$ cat config.mk
export PLATFORM = sky130hd
export DESIGN_NAME = dual_gamepad_serial_shifter_core
export DESIGN_NICKNAME = d
export VERILOG_FILES = /design/src/design/dgss_pkg.sv /design/src/design/dual_gamepad_serial_shifter_core.sv /design/src/design/dgss_seq.sv /design/src/design/dgss_lane.sv
export SDC_FILE = /design/constraint.sdc
export NUM_CORES = 1
export LEC_CHECK = 0
export ABC_AREA = 1
export BUFFER_PORTS_ARGS = -buffer_cell sky130_fd_sc_hd__buf_2
export CORE_AREA = 2 2 54 82
export DETAILED_ROUTE_END_ITERATION = 10
export DIE_AREA = 0 0 56 84
export PLACE_DENSITY = 0.82
export SETUP_SLACK_MARGIN = 0.4
export SLEW_MARGIN = 20
export SYNTH_ARGS = -nofsm -noshare
export SYNTH_HDL_FRONTEND = slang
export SYNTH_HIERARCHICAL = 1
export SYNTH_SLANG_ARGS = --single-unit
$ cat constraint.sdc
create_clock -name clk -period 3.49 [get_ports clk]
set_input_delay 0.349 -clock clk [delete_from_list [all_inputs] [get_ports clk]]
set_output_delay 0.349 -clock clk [all_outputs]
set_load 0.01 [all_outputs]
$ cat src/design/dgss_pkg.sv
// Shared types, mode codes and word packing for the dual game pad serial shifter.
// No dependencies; imported by every module of the block.
`default_nettype none

package dgss_pkg;

  // Pad type codes held in the port mode registers
  localparam logic [1:0] MODE_NONE = 2'd0;
  localparam logic [1:0] MODE_NES  = 2'd1;
  localparam logic [1:0] MODE_SNES = 2'd2;

  // Configuration register indexes
  localparam logic [1:0] REG_PORT0_MODE = 2'd0;
  localparam logic [1:0] REG_PORT1_MODE = 2'd1;

  localparam int WORD_BITS   = 16;
  localparam int BUTTON_BITS = 12;

  localparam logic [WORD_BITS-1:0] SNES_FILL = 16'hF000;
  localparam logic [WORD_BITS-1:0] IDLE_WORD = 16'hFFFF;

  typedef logic [1:0]             mode_t;
  typedef logic [BUTTON_BITS-1:0] buttons_t;
  typedef logic [WORD_BITS-1:0]   word_t;

  // Per-step lane commands from the sequencer
  typedef struct packed {
    logic load;
    logic advance;
    logic finish;
  } lane_ctl_t;

  function automatic logic is_connected(input mode_t mode);
    return (mode == MODE_NES) || (mode == MODE_SNES);
  endfunction

  // Active-low word, bit 0 goes out first
  function automatic word_t pack_word(input mode_t mode, input buttons_t buttons);
    buttons_t released;
    released = ~buttons;
    case (mode)
      MODE_SNES: pack_word = SNES_FILL | {4'h0, released};
      MODE_NES:  pack_word = {8'h00, released[7:0]};
      default:   pack_word = IDLE_WORD;
    endcase
  endfunction

endpackage

`default_nettype wire

$ cat src/design/dual_gamepad_serial_shifter_core.sv
// The result of an input transfer is held in the output register from the following cycle.
// Throughput: one item per cycle while no result is held up by out_stall; the result register frees as it drains.
// Each sample runs through the sequencer and both lanes in a single register step.
// Synchronous active-high reset clears the modes, sequencer state, data levels
// and the output valid flag. Top level; depends on dgss_pkg, dgss_seq, dgss_lane.
`default_nettype none

module dual_gamepad_serial_shifter_core #(
  parameter int FRAME_BITS = 16
) (
  input  wire                       clk,
  input  wire                       rst,
  input  wire                       cfg_we,
  input  wire  [1:0]                cfg_index,
  input  wire  [1:0]                cfg_data,
  input  wire                       in_valid,
  output logic                      in_stall,
  input  wire                       latch_line,
  input  wire                       clock_line,
  input  wire  [11:0]               pad0_buttons,
  input  wire  [11:0]               pad1_buttons,
  output logic                      out_valid,
  input  wire                       out_stall,
  output logic                      port0_data,
  output logic                      port1_data
);
  import dgss_pkg::*;

  localparam int CW = $clog2(FRAME_BITS + 1);

  mode_t     port0_mode;
  mode_t     port1_mode;
  logic      accept;
  lane_ctl_t ctl;
  logic      busy;
  logic [CW-1:0] count;
  logic      bit0;
  logic      bit1;

  // Take a new sample unless a result is held up downstream
  assign in_stall = out_valid && out_stall;
  assign accept   = in_valid && !in_stall;

  // Configuration writes
  always_ff @(posedge clk) begin
    if (rst) begin
      port0_mode <= MODE_NONE;
      port1_mode <= MODE_NONE;
    end else if (cfg_we) begin
      case (cfg_index)
        REG_PORT0_MODE: port0_mode <= cfg_data;
        REG_PORT1_MODE: port1_mode <= cfg_data;
        default: ;
      endcase
    end
  end

  dgss_seq #(
    .FRAME_BITS(FRAME_BITS)
  ) u_seq (
    .clk        (clk),
    .rst        (rst),
    .accept     (accept),
    .latch_line (latch_line),
    .clock_line (clock_line),
    .ctl        (ctl),
    .busy       (busy),
    .count      (count)
  );

  dgss_lane u_lane0 (
    .clk      (clk),
    .rst      (rst),
    .ctl      (ctl),
    .mode     (port0_mode),
    .buttons  (pad0_buttons),
    .port_bit (bit0)
  );

  dgss_lane u_lane1 (
    .clk      (clk),
    .rst      (rst),
    .ctl      (ctl),
    .mode     (port1_mode),
    .buttons  (pad1_buttons),
    .port_bit (bit1)
  );

  // Result register: load on transfer, drop valid once taken
  always_ff @(posedge clk) begin
    if (rst) begin
      out_valid <= 1'b0;
    end else if (accept) begin
      out_valid <= 1'b1;
    end else if (!out_stall) begin
      out_valid <= 1'b0;
    end
  end

  always_ff @(posedge clk) begin
    if (accept) begin
      port0_data <= bit0;
      port1_data <= bit1;
    end
  end

`ifndef SYNTH
  a_count_range: assert property (@(posedge clk) disable iff (rst)
    count < CW'(FRAME_BITS))
    else $error("edge count reached frame length");

  a_idle_count: assert property (@(posedge clk) disable iff (rst)
    !busy |-> count == '0)
    else $error("edge count nonzero while idle");

  a_load_busy: assert property (@(posedge clk) disable iff (rst)
    ctl.load |=> busy)
    else $error("load did not start a frame");

  a_ctl_excl: assert property (@(posedge clk) disable iff (rst)
    $onehot0({ctl.load, ctl.advance, ctl.finish}))
    else $error("conflicting lane commands");
`endif

endmodule

`default_nettype wire

$ cat src/design/dgss_seq.sv
// Link sequencer: tracks latch, clock edges and the frame bit count.
// Depends on dgss_pkg for the lane command struct.
`default_nettype none

module dgss_seq #(
  parameter int FRAME_BITS = 16
) (
  input  wire                 clk,
  input  wire                 rst,
  input  wire                 accept,
  input  wire                 latch_line,
  input  wire                 clock_line,
  output dgss_pkg::lane_ctl_t ctl,
  output logic                busy,
  output logic [$clog2(FRAME_BITS+1)-1:0] count
);
  import dgss_pkg::*;

  localparam int CW = $clog2(FRAME_BITS + 1);

  logic          prev_clock;
  logic [CW-1:0] count_inc;
  logic          rise;
  logic          watch;

  assign count_inc = count + CW'(1);
  // Clock is watched only while shifting with latch low
  assign watch     = accept && busy && !latch_line && (clock_line != prev_clock);
  assign rise      = watch && clock_line;

  // Decode the step into lane commands
  always_comb begin
    ctl.load    = accept && !busy && latch_line;
    ctl.advance = rise && (count_inc < CW'(FRAME_BITS));
    ctl.finish  = rise && !(count_inc < CW'(FRAME_BITS));
  end

  // Update busy flag, last clock level and edge count
  always_ff @(posedge clk) begin
    if (rst) begin
      busy       <= 1'b0;
      prev_clock <= 1'b0;
      count      <= '0;
    end else begin
      if (ctl.load) begin
        busy       <= 1'b1;
        prev_clock <= clock_line;
        count      <= '0;
      end else if (watch) begin
        prev_clock <= clock_line;
        if (ctl.advance) begin
          count <= count_inc;
        end else if (ctl.finish) begin
          busy  <= 1'b0;
          count <= '0;
        end
      end
    end
  end

endmodule

`default_nettype wire

$ cat src/design/dgss_lane.sv
// One pad port: shift word, presented data level and the output bit.
// Depends on dgss_pkg for packing and the lane command struct.
`default_nettype none

module dgss_lane (
  input  wire                 clk,
  input  wire                 rst,
  input  dgss_pkg::lane_ctl_t ctl,
  input  dgss_pkg::mode_t     mode,
  input  dgss_pkg::buttons_t  buttons,
  output logic                port_bit
);
  import dgss_pkg::*;

  word_t shift_word;
  word_t shift_word_next;
  word_t loaded;
  logic  data_level;
  logic  data_level_next;

  assign loaded = pack_word(mode, buttons);

  // Select the word and level after this step
  always_comb begin
    shift_word_next = shift_word;
    data_level_next = data_level;
    if (ctl.load) begin
      data_level_next = loaded[0];
      shift_word_next = loaded >> 1;
    end else if (ctl.advance) begin
      data_level_next = shift_word[0];
      shift_word_next = shift_word >> 1;
    end else if (ctl.finish) begin
      data_level_next = 1'b0;
    end
  end

  // A port with no pad drives high
  assign port_bit = is_connected(mode) ? data_level_next : 1'b1;

  always_ff @(posedge clk) begin
    shift_word <= shift_word_next;
  end

  always_ff @(posedge clk) begin
    if (rst) begin
      data_level <= 1'b0;
    end else begin
      data_level <= data_level_next;
    end
  end

endmodule

`default_nettype wire
==> results.toml, run 1 <==
[grt]
antenna_found_initial = 0
grt_pass1_vias = 1819
grt_start_max_net_pins = 18
grt_first_pass_wirelength_um = 7272
grtUsageTotal_pct = 19.72
grt-ovfl-total = 0

[job]
drv_cap = 0

[worst_setup_path]
critical_path.slowest_cell = "dfxtp_1"
rr_endpoint = "port0_data"
start_kind = "register"
rrSetupSlack_ns = 1.40
path_common_cell = "inv_1"
cp-end-kind = "register"
critPathTopFamily = "simple AND/OR/NAND/NOR gates"
crit_buf_inv = 3
cp_max_fo = 16
worstSetupPathType = "register to register"
critPathArrivalTime_ns = 2.14
crit_path_cell_trace = "nand2_1 -> inv_1 -> nor2_1 -> nand3_2 -> nor2_4 -> nand2_1 -> inv_1 -> inv_1 -> nand2_4 -> nor2_2 -> nor2_2 -> nand3_1"
r2r-start = "out_valid"
worst_r2r_path_depth = 12
required_ns = 3.54
max_stage_delay_ns = 0.31

[drt]
drt_first_pass_iters = 4
wire_per_inst_um = 11.81
drt_iter0_drc = 52
via_per_inst = 5.019
drc = 0
vias = 1817
drt_wl_total_um = 4276
antenna_left = 0

[sta]
max_slew_margin_pct = 73.43
finalHoldViolCount = 0
rsz0062_at_grt = "no"
fin_skew_ns = 0.006164
post-route-min-period_ns = 2.087
tns_ns = 0
finalMaxSlewViolations = 0
holdWs_ns = 0.2944
fmax_mhz = 479.2
worst_pin_slew_ns = 0.3970
setup-violations-final = 0
period_share_pct = 59.79

[logic_synthesis]
ys_types = 20
seq_area_frac_synth_pct = 53.53
syn-num-nets = 310
yosys_warnings = 6
synth_seq_cells = 46
synth_top_area_share_pct = 41.45
synth_area_leader_cell = "edfxtp_1"
syn_inst = 270
syn_area_sq_um = 2318
synth_area_leaders = "edfxtp_1 (41%), dfxtp_1 (12%), nand2_1 (10%)"
syn_avg_cell_area_sq_um = 8.587

[power]
irDropWorstVdd_mv = 0.3110
power.density_nw_per_um2 = 409.0
p_leak_nw = 1.168

[clock_tree]
clk_pin_slew_ns = 0.08
cts_buffer_depth = 2
cts-root-buf = "clkbuf_8"
cts-resized-gates = 0
hold_buffers = 0
cts_tree = "done"
clock_latency_ns = 0.30
post_cts_buffers = 0
cts_sinks = 46
cts_max_level = 2
numCtsBuffers = 5

[die]
std_cell_rows = 29
pin_count = 39
die_y_um = 84
fp.dieArea_sq_um = 4704
start_util_pct = 57.05
core_area_sq_um = 4064
die_x_um = 56

[placement]
dpl.hpwl_um = 3104
portBuffers = 38
gp_congestion = 0.7647

[finish]
area_growth_pct = 13.92
fin_nets = 355
layout-drive-gt1-share_pct = 21.20
num_antenna_cells = 0
fillerInstances = 345

[worst_hold_path]
hp-class = "input port to register"
hold_depth = 3
min_to = "port1_mode[0]"
worstHoldStart = "cfg_data[0]"

[status]
status = "finished, final reports clean"
## per-layer routing
metal | wire, um | part of all wire (%) | global-route usage (%) | vias to the layer above
met5 | 0 | 0 | 0 | -
met1 | 1755 | 41 | 20.37 | 826
li1 | - | - | - | 946
met4 | 91 | 2.1 | 11.90 | 0
met3 | 158 | 3.7 | 3.721 | 7
met2 | 2272 | 53 | 35.72 | 38
## placed cells by master (no fill, tap or decap), types with 2 or more instances in the layout
master,netlist,final
nand2_4,2,2
nor2_2,7,8
inv_4,2,2
ha_1,5,5
edfxtp_1,32,32
a21oi_1,23,23
nand3_1,9,9
nand2_2,3,3
nand2_1,63,63
clkbuf_1,0,3
buf_4,0,2
clkbuf_8,0,5
nor2_1,37,36
buf_2,0,38
o22a_1,8,8
nand4_1,2,2
nor2_4,3,3
nor3_1,3,3
o21ai_0,2,2
dfxtp_1,14,14
nand3_2,3,3
inv_1,49,49
## power by group
group          switching (W)  internal [W]  leakage [nW]
sequential        0.00000966      0.000619         0.407
combinational      0.0000860     0.0000542         0.722
clock               0.000169      0.000142        0.0395
total               0.000264      0.000816          1.17
## cells in the mapped netlist, drive strengths merged
cell and instances:
a21oi 23, buf 2, dfxtp 14, edfxtp 32
ha 5, inv 52, nand2 68, nand3 12
nand4 2, nor2 47, nor3 3, o21ai 2
o22a 8
## tightest hold or removal path: stages
cell and delay, ns:
buf_2 0.09, nor2_1 0.04, nor2_1 0.08
## metrics by stage
step | utilization, % | total power (W) | instance area, sq um | setup WS (ns) | instances
floorplan | - | 0.0007349 | 2318 | 1.151 | 270
global placement | 63.02 | 0.0007773 | 2561 | 1.303 | 354
detailed placement | 63.02 | 0.0007815 | 2561 | 1.230 | 354
CTS | 64.99 | 0.001090 | 2641 | 1.379 | 362
global route | 64.99 | 0.001127 | 2641 | 1.165 | 362
finish | 64.99 | 0.001080 | 2641 | 1.403 | 362
## state kept, by name (all words and copies together), names as in the netlist
signal and flops:
u_lane1/shift_word 15, port1_mode 2, u_seq/prev_clock 1, u_lane1/data_level 1
port0_data 1, u_lane0/shift_word 15, u_seq/busy 1, out_valid 1
u_lane0/data_level 1, port1_data 1, u_seq/count 5, port0_mode 2
## worst max-delay path by stage
stage | start | cells after the start | end
3_5_place_dp | out_stall | 13 | port0_data
2_1_floorplan | out_stall | 10 | port0_data
6_report | out_valid | 12 | port0_data
5_1_grt | out_valid | 12 | port0_data
4_1_cts | out_valid | 12 | port0_data
3_3_place_gp | out_stall | 13 | port1_data
## area by class of cell
class                      instances  area, sq um  share of cell area [%]
timing repair buffer              40        205.2                   7.769
tap                               46        57.56                   2.179
clock buffer                       8        80.08                   3.032
inverter                          52        200.2                   7.579
sequential                        46         1241                   46.99
multi-input combinational        170        857.1                   32.45
## cells by family after synthesis
| family | Yosys count | share of synthesized area (%) |
|---|---|---|
| and+or+nand+nor | 132 | 25.74 |
| AOI/OAI and AO/OA | 33 | 8.419 |
| buffers and inverters | 54 | 9.606 |
| adders and majority gates | 5 | 2.698 |
| DFF | 46 | 53.53 |
Note: power is estimated with default switching activity, not from simulation.
==> inputs of run 2 (changes only) <==
- CORE_AREA: 2 2 54 82 -> 2 2 59 89
- DIE_AREA: 0 0 56 84 -> 0 0 61 91
- PLACE_DENSITY: 0.82 -> 0.73
- clock period: 3.49 -> 1.8 ns (I/O delays scaled with it)
==> run 2 against run 1 <==
Combinational power increased to 3.0 times the previous value. Register-to-register slack got worse by 1.2 ns. Die area increased by 18%. Sequential share of layout area decreased by 8.3 points. Clock power increased by 100%. Critical path depth unchanged. Critical path type unchanged.
==> results.toml, run 2 (synthesis gave the netlist of run 1 again) <==
[sta]
fmax_mhz = 625.0
setup-violations-final = 0
tns_ns = 0
finalHoldViolCount = 0
max_slew_margin_pct = 81.91
period_share_pct = 88.89
finalMaxSlewViolations = 0
post-route-min-period_ns = 1.600
fin_skew_ns = 0.01078
worst_pin_slew_ns = 0.2706
rsz0062_at_grt = "yes"

[power]
swShare_pct = 25.34
combPwrFrac_pct = 18.5
irDropWorstVdd_mv = 0.4673
clockPowerShare_pct = 27.8
pwr-share-seq_pct = 53.6
switchingPower_w = 0.0005772
p_leak_nw = 1.387
p_int_w = 0.001700
power.density_nw_per_um2 = 706.0

[worst_setup_path]
worstSetupPathType = "register to register"
cp-end-kind = "register"
critPathTopFamily = "simple AND/OR/NAND/NOR gates"
max_stage_delay_ns = 0.33
crit_buf_inv = 3
critPathArrivalTime_ns = 1.65
cp_max_fo = 4
required_ns = 1.85
start_kind = "register"
path_common_cell = "nor2_4"
critical_path.slowest_cell = "dfxtp_2"
crit_path_cell_trace = "nand2_2 -> inv_2 -> nor2_4 -> nand3_4 -> nor2_4 -> nand2_2 -> inv_4 -> inv_4 -> nand2_8 -> nor2_4 -> nor2_2 -> nand3_1"

[drt]
drc = 0
via_per_inst = 4.765
vias = 1944
drt_first_pass_iters = 4
wire_per_inst_um = 12.38
drt_iter0_drc = 58
antenna_left = 0
drt_wl_total_um = 5053

[finish]
area_growth_pct = 39.13
num_antenna_cells = 0
final_common_cell = "nand2_1"
top_regs = "u_lane0/shift_word x15, u_lane1/shift_word x15, u_seq/count x5"
fillerInstances = 376
layout-drive-gt1-share_pct = 40.94
fin_nets = 381
final_cell_mix = "nand2_1 (49), inv_1 (42), buf_2 (38)"
post-route-util_pct = 67.61

[grt]
grt-ovfl-total = 0
grt_first_pass_wirelength_um = 8162
grt_start_max_net_pins = 14
antenna_found_initial = 0
grt_pass1_vias = 1973
grtUsageTotal_pct = 19.56

[die]
core_area_sq_um = 4771
fp.dieArea_sq_um = 5551
start_util_pct = 48.60
pin_count = 39
die_y_um = 91
die_x_um = 61
std_cell_rows = 31

[placement]
portBuffers = 38
gp_congestion = 0.7955
dpl.hpwl_um = 3256

[clock_tree]
cts-root-buf = "clkbuf_8"
hold_buffers = 0
cts_max_level = 2
cts_tree = "done"
cts_sinks = 46
cts_buffer_depth = 2
numCtsBuffers = 5
clock_latency_ns = 0.30
clk_pin_slew_ns = 0.08

[worst_hold_path]
hp-class = "input port to register"

[status]
status = "finished, final reports clean"

[job]
drv_cap = 0
## run 2: routing by layer
metal	global-route usage, %	share of wire, %
met3	3.419	2.1
met1	21.17	39
met4	9.058	1.9
met5	0	0
met2	34.95	56
## run 2: path summary, 6_finish.rpt
path         slack, ns   startpoint  depth (start not counted)       endpoint
max               0.20    out_valid                         12     port1_data
min               0.13  cfg_data[0]                          3  port1_mode[0]
max reg2reg       0.20    out_valid                         12     port1_data
min reg2reg       0.49    out_valid                          2      out_valid
## run 2: final cells by class
cell class                 instances  area [sq um]  share of cell area [%]
sequential                        46          1247                   38.67
multi-input combinational        170          1067                   33.09
timing repair buffer              66         523.0                   16.21
inverter                          52         215.2                   6.672
clock buffer                       6         82.58                   2.560
tap                               66         82.58                   2.560
clock inverter                     2         7.507                  0.2327
## run 2: power groups by stage
| stage | Clock [W] | Combinational, W | Sequential, W |
|---|---|---|---|
| floorplan | 0 | 0.000197 | 0.00124 |
| global placement | 0 | 0.000286 | 0.00124 |
| global route | 0.000689 | 0.000464 | 0.00123 |
| detailed placement | 0 | 0.000295 | 0.00124 |
| CTS | 0.000655 | 0.000386 | 0.00122 |
| finish | 0.000634 | 0.000422 | 0.00122 |
## run 2: timing repair
action | 4_1_cts | 5_1_grt
buffers inserted | 14 | 7
pin swaps | 17 | 17
resized for setup | 44 | 28
endpoints found under the setup margin | 69 | 68
cloned | 1 | 0
## run 2: through the flow
stage	instance area [sq um]	hold slack, ns	std cells	total power (W)	setup slack, ns
3_5_place_dp	2663	0.4292	378	0.001540	0.09326
5_1_grt	3226	0.1304	408	0.002380	0.1292
4_1_cts	3069	0.1242	401	0.002262	0.2332
3_3_place_gp	2663	0.4236	378	0.001530	0.1595
2_1_floorplan	2367	0.2417	270	0.001440	0.09336
6_report	3226	0.1293	408	0.002277	0.2000
## run 2: worst reg2reg max path: stages (launching register included)
cell and delay [ns]:
dfxtp_2 0.33, nand2_2 0.07, inv_2 0.05, nor2_4 0.13
nand3_4 0.10, nor2_4 0.13, nand2_2 0.09, inv_4 0.09
inv_4 0.05, nand2_8 0.09, nor2_4 0.04, nor2_2 0.10
nand3_1 0.08
==> inputs of run 3 (changes only) <==
- PLACE_DENSITY: 0.73 -> 0.84
==> run 3 against run 2 <==
Fmax increased by 0.36%. Combinational power decreased by 23%. Core utilization shrank 6.8 points. Worst setup slack improved by 0.0058 ns. Via count is 5.7% lower. Non-clock buffer count decreased by 14. Total power grew 0.61%. Critical endpoint unchanged. Largest cell class unchanged. Largest power group unchanged.
==> results.toml, run 3 (synthesis gave the netlist of run 1 again) <==
[status]
status = "finished, final reports clean"

[finish]
top_regs = "u_lane0/shift_word x15, u_lane1/shift_word x15, u_seq/count x5"
final_cell_mix = "nand2_1 (57), inv_1 (44), buf_2 (38)"
fin_nets = 367
regArea_sq_um = 1245
final_common_cell = "nand2_1"
fillerInstances = 403
multiInputGateArea_sq_um = 929.6
layout-drive-gt1-share_pct = 29.88
instances_no_fill = 394
area_growth_pct = 25.15
num_antenna_cells = 0
finalInstanceArea_sq_um = 2902

[worst_setup_path]
start_kind = "register"
worst_r2r_path_depth = 12
worstSetupPathType = "register to register"
cp-end-kind = "register"
required_ns = 1.85
critPathArrivalTime_ns = 1.65
cp_max_fo = 10

[power]
p_leak_nw = 1.265
power.density_nw_per_um2 = 789.6
irDropWorstVdd_mv = 0.5358
pwr-share-seq_pct = 53.3
combPwrFrac_pct = 14.1
swShare_pct = 23.72
switchingPower_w = 0.0005434
p_int_w = 0.001748
clockPowerShare_pct = 32.6

[clock_tree]
cts_max_level = 2
clk_pin_slew_ns = 0.08
clock_latency_ns = 0.30
cts_tree = "done"
hold_buffers = 0
cts-root-buf = "clkbuf_8"
numCtsBuffers = 5
cts_buffer_depth = 2
cts_sinks = 46

[sta]
finalMaxSlewViolations = 0
fin_skew_ns = 0.005829
max_slew_margin_pct = 83.64
period_share_pct = 88.57
worst_pin_slew_ns = 0.2444
finalHoldViolCount = 0
fmax_mhz = 627.3
tns_ns = 0
rsz0062_at_grt = "yes"
post-route-min-period_ns = 1.594
setup-violations-final = 0

[grt]
grt_pass1_vias = 1883
grt_start_max_net_pins = 16
grtUsageTotal_pct = 18.37
grt_first_pass_wirelength_um = 7852
antenna_found_initial = 0
grt-ovfl-total = 0

[placement]
portBuffers = 38
dpl.hpwl_um = 3265
dp.cells = 379
place_area_sq_um = 2695
gp_congestion = 0.7483

[drt]
drt_first_pass_iters = 5
via_per_inst = 4.652
drc = 0
wire_per_inst_um = 11.57
drt_wl_total_um = 4558
drt_iter0_drc = 79
vias = 1833
antenna_left = 0

[worst_hold_path]
hold_depth = 3
hp-class = "input port to register"

[die]
fp.dieArea_sq_um = 5551
die_y_um = 91
pin_count = 39
start_util_pct = 48.60
std_cell_rows = 31
die_x_um = 61
core_area_sq_um = 4771

[job]
drv_cap = 0
[run 3: cell count changes in the layout (fill, tap and decap cells not counted), moves of 3 or more]
cell,before,now
nand2_4,4,1
nand2_1,49,57
buf_6,12,0
nor2_1,32,35
a21oi_1,8,23
a21oi_2,15,0
nor2_4,10,7
nand2_2,13,8
[run 3: what timing repair did]
item | 4_1_cts | 5_1_grt
gates resized for setup | 4 | 7
pin swaps | 3 | 5
hold endpoints to repair | 0 | 0
setup buffers | 5 | 2
endpoints found under the setup margin | 64 | 69
[run 3: through the flow]
step | utilization [%] | hold WS [ns] | total power, W | worst slack, ns
2_1_floorplan | - | 0.2417 | 0.001440 | 0.09336
3_3_place_gp | 56.49 | 0.4265 | 0.001539 | 0.1938
3_5_place_dp | 56.49 | 0.4350 | 0.001550 | 0.1283
4_1_cts | 60.19 | 0.1297 | 0.002302 | 0.2331
5_1_grt | 60.82 | 0.1505 | 0.002392 | 0.1231
6_report | 60.82 | 0.1344 | 0.002291 | 0.2058
[run 3: power groups by stage]
stage	Combinational [W]	Clock (W)	Sequential [W]
final	0.000323	0.000747	0.00122
after CTS	0.000319	0.000761	0.00122
after global routing	0.000362	0.000803	0.00123
after floorplan	0.000197	0	0.00124
after global placement	0.000295	0	0.00124
after detailed placement	0.000305	0	0.00125
[run 3: final timing paths]
path	startpoint	endpoint	slack (ns)
worst max-delay path	out_valid	port1_data	0.21
worst min-delay path	cfg_data[1]	port1_mode[1]	0.13
worst max register to register	out_valid	port1_data	0.21
worst min register to register	out_valid	out_valid	0.50
[run 3: critical path, cell delays in order (launching register included)]
cell,delay [ns]
dfxtp_2,0.34
nand2_2,0.07
inv_2,0.05
nor2_4,0.09
buf_4,0.14
nand2_4,0.05
nor2_4,0.11
buf_12,0.15
inv_4,0.07
nand2_8,0.08
nor2_4,0.03
nor2_2,0.09
nand3_1,0.08
[run 3: cell type report]
type,count,area share [%]
tap,66,2.846
multi-input combinational,170,32.04
clock inverter,3,1.380
timing repair buffer,52,11.47
inverter,52,6.986
clock buffer,5,2.372
sequential,46,42.91
[run 3: per-layer routing]
layer	track usage [%]	vias to the layer above	wire length, um
li1	-	967	-
met1	21.37	820	1839
met5	0	-	0
met4	7.790	0	94
met3	3.989	10	163
met2	31.27	36	2461
